--- src/hdl/pfcu_pkg.sv ---
// Package with mode codes and result field layout of the field cache update block.
package pfcu_pkg;

  // Cache mode codes as reported on the result stream
  localparam logic [1:0] MODE_UNINIT = 2'd0;
  localparam logic [1:0] MODE_MONO   = 2'd1;
  localparam logic [1:0] MODE_POLY   = 2'd2;
  localparam logic [1:0] MODE_MEGA   = 2'd3;

  // Fixed field widths
  localparam int SYM_W   = 31;
  localparam int MODE_W  = 2;
  localparam int USED_W  = 3;
  localparam int TOUCH_W = 2;
  localparam int MISS_W  = 32;

  // Result tdata layout, lowest bit first
  localparam int MODE_LO  = 0;
  localparam int USED_LO  = MODE_LO + MODE_W;
  localparam int TOUCH_LO = USED_LO + USED_W;
  localparam int WR_LO    = TOUCH_LO + TOUCH_W;
  localparam int MISS_LO  = WR_LO + 1;
  localparam int OUT_W    = ((MISS_LO + MISS_W + 7) / 8) * 8;

  localparam logic [MISS_W-1:0] MISS_MAX = '1;

endpackage

--- src/hdl/polymorphic_field_cache_update.sv ---
// Polymorphic inline cache update path: an input register, the way compare and a result register.
// Accepts one update item per clock whenever the result side takes items; each item is held
// in the input register and its result in the result register. All WAYS stored class tags
// are compared in parallel between those two registers; a stalled result register holds
// the input register, and the input side stalls once both are full. No clearing pass is
// needed after reset.
module polymorphic_field_cache_update #(
  parameter int WAYS        = 4,
  parameter int TAG_BITS    = 32,
  parameter int OFFSET_BITS = 16,
  localparam int IN_W = ((TAG_BITS + OFFSET_BITS + pfcu_pkg::SYM_W + 7) / 8) * 8
) (
  input  logic                       clk,
  input  logic                       rst,
  input  logic                       s_tvalid,
  output logic                       s_tready,
  // s_tdata: class_tag, field_offset, symbol_id, zero pad
  input  logic [IN_W-1:0]            s_tdata,
  output logic                       m_tvalid,
  input  logic                       m_tready,
  // m_tdata: cache_mode, ways_used, way_touched, way_was_written, misses_so_far
  output logic [pfcu_pkg::OUT_W-1:0] m_tdata,
  // m_tuser: item_ignored
  output logic                       m_tuser
);
  import pfcu_pkg::*;

  localparam int CW = $clog2(WAYS + 1);
  localparam int IW = $clog2(WAYS);

  // Input register
  logic                   in_vld;
  logic [TAG_BITS-1:0]    in_tag;
  logic [OFFSET_BITS-1:0] in_off;
  logic [SYM_W-1:0]       in_sym;

  // Cache state
  logic [1:0]             mode;
  logic [CW-1:0]          count;
  logic [TAG_BITS-1:0]    way_class  [WAYS];
  logic [OFFSET_BITS-1:0] way_offset [WAYS];
  logic [SYM_W-1:0]       sym_held;
  logic                   sym_held_valid;
  logic [MISS_W-1:0]      miss;

  // Update logic
  logic                   advance;
  logic                   ignored;
  logic                   sym_clear;
  logic [1:0]             eff_mode;
  logic [CW-1:0]          eff_count;
  logic [MISS_W-1:0]      eff_miss;
  logic [WAYS-1:0]        hit_vec;
  logic [IW-1:0]          hit_idx;
  logic [1:0]             mode_next;
  logic [CW-1:0]          count_next;
  logic [MISS_W-1:0]      miss_next;
  logic                   wr_en;
  logic [IW-1:0]          wr_idx;
  logic [OUT_W-1:0]       res_data;

  assign advance  = in_vld && (!m_tvalid || m_tready);
  assign s_tready = !in_vld || !m_tvalid || m_tready;

  // Load the input register
  always_ff @(posedge clk) begin
    if (rst) begin
      in_vld <= 1'b0;
    end else if (s_tready) begin
      in_vld <= s_tvalid;
    end
    if (s_tready && s_tvalid) begin
      in_tag <= s_tdata[TAG_BITS-1:0];
      in_off <= s_tdata[TAG_BITS +: OFFSET_BITS];
      in_sym <= s_tdata[TAG_BITS + OFFSET_BITS +: SYM_W];
    end
  end

  // Compare all valid ways against the tag
  always_comb begin
    ignored   = (in_tag == '0);
    sym_clear = sym_held_valid && (sym_held != in_sym);
    eff_mode  = sym_clear ? MODE_UNINIT : mode;
    eff_count = sym_clear ? '0 : count;
    eff_miss  = sym_clear ? '0 : miss;
    for (int i = 0; i < WAYS; i++) begin
      hit_vec[i] = (CW'(i) < eff_count) && (way_class[i] == in_tag);
    end
    hit_idx = '0;
    for (int i = WAYS - 1; i >= 0; i--) begin
      if (hit_vec[i]) begin
        hit_idx = IW'(i);
      end
    end
  end

  // Decide mode, fill and miss count
  always_comb begin
    mode_next  = eff_mode;
    count_next = eff_count;
    miss_next  = eff_miss;
    wr_en      = 1'b0;
    wr_idx     = '0;
    if (eff_mode == MODE_MEGA) begin
      miss_next = (eff_miss == MISS_MAX) ? eff_miss : eff_miss + 1'b1;
    end else if (eff_mode == MODE_UNINIT) begin
      mode_next  = MODE_MONO;
      count_next = CW'(1);
      wr_en      = 1'b1;
    end else if (hit_vec != '0) begin
      wr_en  = 1'b1;
      wr_idx = hit_idx;
    end else if (eff_count < CW'(WAYS)) begin
      mode_next  = MODE_POLY;
      count_next = eff_count + 1'b1;
      wr_en      = 1'b1;
      wr_idx     = eff_count[IW-1:0];
    end else begin
      mode_next = MODE_MEGA;
      miss_next = (eff_miss == MISS_MAX) ? eff_miss : eff_miss + 1'b1;
    end
  end

  // Commit state for a non-ignored item
  always_ff @(posedge clk) begin
    if (rst) begin
      mode           <= MODE_UNINIT;
      count          <= '0;
      miss           <= '0;
      sym_held       <= '0;
      sym_held_valid <= 1'b0;
    end else if (advance && !ignored) begin
      mode           <= mode_next;
      count          <= count_next;
      miss           <= miss_next;
      sym_held       <= in_sym;
      sym_held_valid <= 1'b1;
    end
  end

  // Fill or refresh one way
  always_ff @(posedge clk) begin
    if (advance && !ignored && wr_en) begin
      way_class[wr_idx]  <= in_tag;
      way_offset[wr_idx] <= in_off;
    end
  end

  // Pack the result fields
  always_comb begin
    res_data = '0;
    if (ignored) begin
      res_data[MODE_LO +: MODE_W] = mode;
      res_data[USED_LO +: USED_W] = USED_W'(count);
      res_data[MISS_LO +: MISS_W] = miss;
    end else begin
      res_data[MODE_LO +: MODE_W]   = mode_next;
      res_data[USED_LO +: USED_W]   = USED_W'(count_next);
      res_data[TOUCH_LO +: TOUCH_W] = TOUCH_W'(wr_idx);
      res_data[WR_LO]               = wr_en;
      res_data[MISS_LO +: MISS_W]   = miss_next;
    end
  end

  // Load the result register
  always_ff @(posedge clk) begin
    if (rst) begin
      m_tvalid <= 1'b0;
    end else if (!m_tvalid || m_tready) begin
      m_tvalid <= in_vld;
    end
    if (advance) begin
      m_tdata <= res_data;
      m_tuser <= ignored;
    end
  end

endmodule

--- config.mk ---
export PLATFORM = sky130hd
export DESIGN_NAME = polymorphic_field_cache_update
export DESIGN_NICKNAME = d
export VERILOG_FILES = /design/src/hdl/pfcu_pkg.sv /design/src/hdl/polymorphic_field_cache_update.sv
export SDC_FILE = /design/constraint.sdc
export NUM_CORES = 1
export LEC_CHECK = 0
export BUFFER_PORTS_ARGS = -buffer_cell sky130_fd_sc_hd__clkbuf_2
export CAP_MARGIN = 30
export CORE_ASPECT_RATIO = 1.2
export CORE_MARGIN = 4
export CORE_UTILIZATION = 25
export DETAILED_ROUTE_END_ITERATION = 8
export SLEW_MARGIN = 20
export SYNTH_ARGS = -nofsm -noshare
export SYNTH_HDL_FRONTEND = slang
export SYNTH_SLANG_ARGS = --single-unit
--- constraint.sdc ---
create_clock -name clk -period 9.5 [get_ports clk]
set_input_delay 0.475 -clock clk [delete_from_list [all_inputs] [get_ports clk]]
set_output_delay 0.475 -clock clk [all_outputs]
set_load 0.05 [all_outputs]
==> flow_metrics.env <==
export IMPL_outcome="finished clean"
export IMPL_start_util=0.252
export IMPL_required_ns=9.85
export IMPL_dr_pass1_iters=5
export IMPL_gr_usage_all_layers=0.112
export IMPL_crit_buf_inv=1
export IMPL_start_kind="register"
export IMPL_ys_types=65
export IMPL_cts_tree="done"
export IMPL_num_vias=9437
export IMPL_max_cap_viol_count=0
export IMPL_nets=1317
export IMPL_async_flop_share=0
export IMPL_routed_wl_mm=33.5
export IMPL_syn_area_mm2=0.0136
export IMPL_gp_congestion=0.855
export IMPL_setup_ws_ns=4.47
export IMPL_drive_above_1_share=0.158
export IMPL_p_per_area_mw_per_mm2=191
export IMPL_synth_main_ff_cell="edfxtp_1"
export IMPL_clock_sinks=303
export IMPL_via_per_inst=4.80
export IMPL_min_to="in_tag[18]"
export IMPL_ys_seq_area_frac=0.618
export IMPL_ctsResizeCount=0
export IMPL_period_minus_slack_ns=5.03
export IMPL_syn_area_per_cell_um2=11.7
export IMPL_design_area_mm2=0.0160
export IMPL_clock_fmax_mhz=199
export IMPL_antenna_found_initial=0
export IMPL_crit_slowest_cell="nor4_1"
export IMPL_htree_levels=2
export IMPL_overflow=0
export IMPL_io_buffer_count=109
export IMPL_crit_path_cell_trace="xor2_1, nor4_1, nand2_1, o41ai_2, buf_4, and2_1, ha_1, nand2_1, nor3_1, a311oi_1, and2_1, a22o_1, a311o_1, o211ai_1"
export IMPL_num_rows=93
export IMPL_drc=0
export IMPL_clkLatencyLatePin_ns=0.55
export IMPL_hp_class="in -> reg"
export IMPL_place_area_mm2=0.0148
export IMPL_syn2layout_area_growth_pct=17.7
export IMPL_worst_pin_slew_ns=0.940
export IMPL_hold_depth=1
export IMPL_syn_num_nets=1249
export IMPL_fin_crit_sh=0.529
export IMPL_cts_root_buffer="clkbuf_16"
export IMPL_arrival_ns=5.38
export IMPL_ant_nets=0
export IMPL_p_total_mw=3.05
export IMPL_critPathMaxFanout=48
export IMPL_reg2reg_from="in_sym[23]"
export IMPL_leakage_nw=5.22
export IMPL_synth_warning_count=0
export IMPL_reg2regPathDepth=14
export IMPL_cts_hold_buffers=0
export IMPL_rsz0062_at_grt="false"
export IMPL_dp_slack_ns=4.47
export IMPL_worstSetupPathType="reg -> reg"
export IMPL_die_h_um=263
export IMPL_cts_buffers=34
export IMPL_io_pins=127
export IMPL_post_cts_buffers=0
export IMPL_die_w_um=221
export IMPL_grt_pass1_vias=9303
export IMPL_die_area_mm2=0.0581
export IMPL_crit_path_end_kind="register"
export IMPL_final_setup_viol_count=0
export IMPL_cpLargestDelayFamily="simple AND/OR/NAND/NOR gates"
export IMPL_hold_viol_final=0
export IMPL_ir_worst_vdd_uv=112
export IMPL_grt_pass1_wl_mm=52.0
export IMPL_diodes=0
export IMPL_rr_endpoint="m_tdata[25]"
export IMPL_nFillCells=5522
export IMPL_synthCells=1162
export IMPL_slew_headroom=0.373
export IMPL_clk_pin_slew_ns=0.06
export IMPL_grt_start_max_net_pins=77
export IMPL_dp_hpwl_mm=21.9
export IMPL_wire_per_inst_um=17.0
export IMPL_ys_seq_elements=303
export IMPL_setup_tns_ns=0
export IMPL_slowest_delay_ns=0.62
export IMPL_synth_edff_count=232
export IMPL_final_setup_skew_ns=0.0377
export IMPL_finalMaxSlewViolations=0
export IMPL_design_core_area_mm2=0.0538
export IMPL_clockBufferDepth=3
export IMPL_drtIter0Drc=747
export IMPL_hp_start="s_tdata[18]"
export IMPL_rrSetupSlack_ns=4.47
per-layer routing:
layer  global-route usage  wire, um
met3               0.0245      2200
met4               0.0403       941
met5                    0         0
met2                0.179     15700
met1                0.150     14700
area by class of cell:
| cell class | instances | area (um2) | area share |
|---|---|---|---|
| well taps | 712 | 891 | 0.0558 |
| clock buffers | 45 | 952 | 0.0596 |
| repair buffers | 124 | 663 | 0.0415 |
| clock inverters | 17 | 209 | 0.0131 |
| inverters | 16 | 60.1 | 0.00376 |
| multi-input cells | 751 | 4800 | 0.301 |
| flip-flops and latches | 303 | 8390 | 0.525 |
worst max path at each step:
stage                    start               to  slack, ns  cells past startpoint
global route        in_sym[23]      m_tdata[25]       4.03                     14
floorplan             m_tvalid  way_class[3][0]       2.37                      6
finish              in_sym[23]      m_tdata[25]       4.47                     14
detailed placement  in_sym[23]      m_tdata[25]       4.47                     14
CTS                 in_sym[23]      m_tdata[25]       4.40                     14
global placement    in_sym[23]      m_tdata[25]       4.55                     14
cell usage in the layout (no fill, tap or decap), drive strengths merged, types with 16 or more instances in the layout:
cell type  count
xnor2        130
nor2          38
xor2          30
dfxtp         71
inv           16
nor3          37
clkbuf       155
edfxtp       232
nand3         25
a31oi         33
o21ai         30
nor4          27
nand2        134
and3          17
nand4         62
a21oi         53
sequential cells by signal (all words and copies together), names as in the netlist:
register / flops
way_class: 128
m_tdata: 40
in_tag: 32
miss: 32
in_sym: 31
sym_held: 31
count: 3
mode: 2
in_vld: 1
m_tuser: 1
m_tvalid: 1
sym_held_valid: 1
power by group:
group	internal [mW]	total [mW]	switching, mW
Sequential	1.47	1.52	0.0478
Combinational	0.0642	0.185	0.121
Clock	0.797	1.35	0.548
Total	2.33	3.05	0.717
stage by stage:
step	hold slack, ns	util	std cells
3_3_place_gp	0.454	0.275	1903
4_1_cts	0.0570	0.296	1965
6_report	0.0990	0.297	1968
5_1_grt	0.0623	0.297	1968
3_5_place_dp	0.461	0.275	1903
2_1_floorplan	0.448	-	1162
logic make-up after synthesis:
kind of cell,after synthesis,synth area share
XOR/XNOR,160,0.103
adder cells (fa/ha/maj),3,0.00277
AO/OA/AOI/OAI,200,0.0992
AND/OR/NAND/NOR,384,0.143
multiplexers,4,0.00323
flip-flops,303,0.618
buffers and inverters,108,0.0302
synth_stat cells (10+ instances only):
library cell	n	area share
dfxtp_1	71	0.10
nand3_1	25	0.0092
xnor2_1	130	0.084
and3_1	17	0.0078
and2_1	11	0.0051
a31oi_1	33	0.015
nand2_1	134	0.037
clkbuf_1	86	0.024
inv_1	14	0.0039
edfxtp_1	232	0.51
nand4_1	60	0.028
a21oi_1	53	0.020
o211ai_1	10	0.0055
nor3_1	37	0.014
o21ai_0	29	0.011
nor2_1	38	0.011
nor4_1	27	0.012
or4_1	15	0.0083
xor2_1	30	0.019
Power figures use the tool's default switching activity.
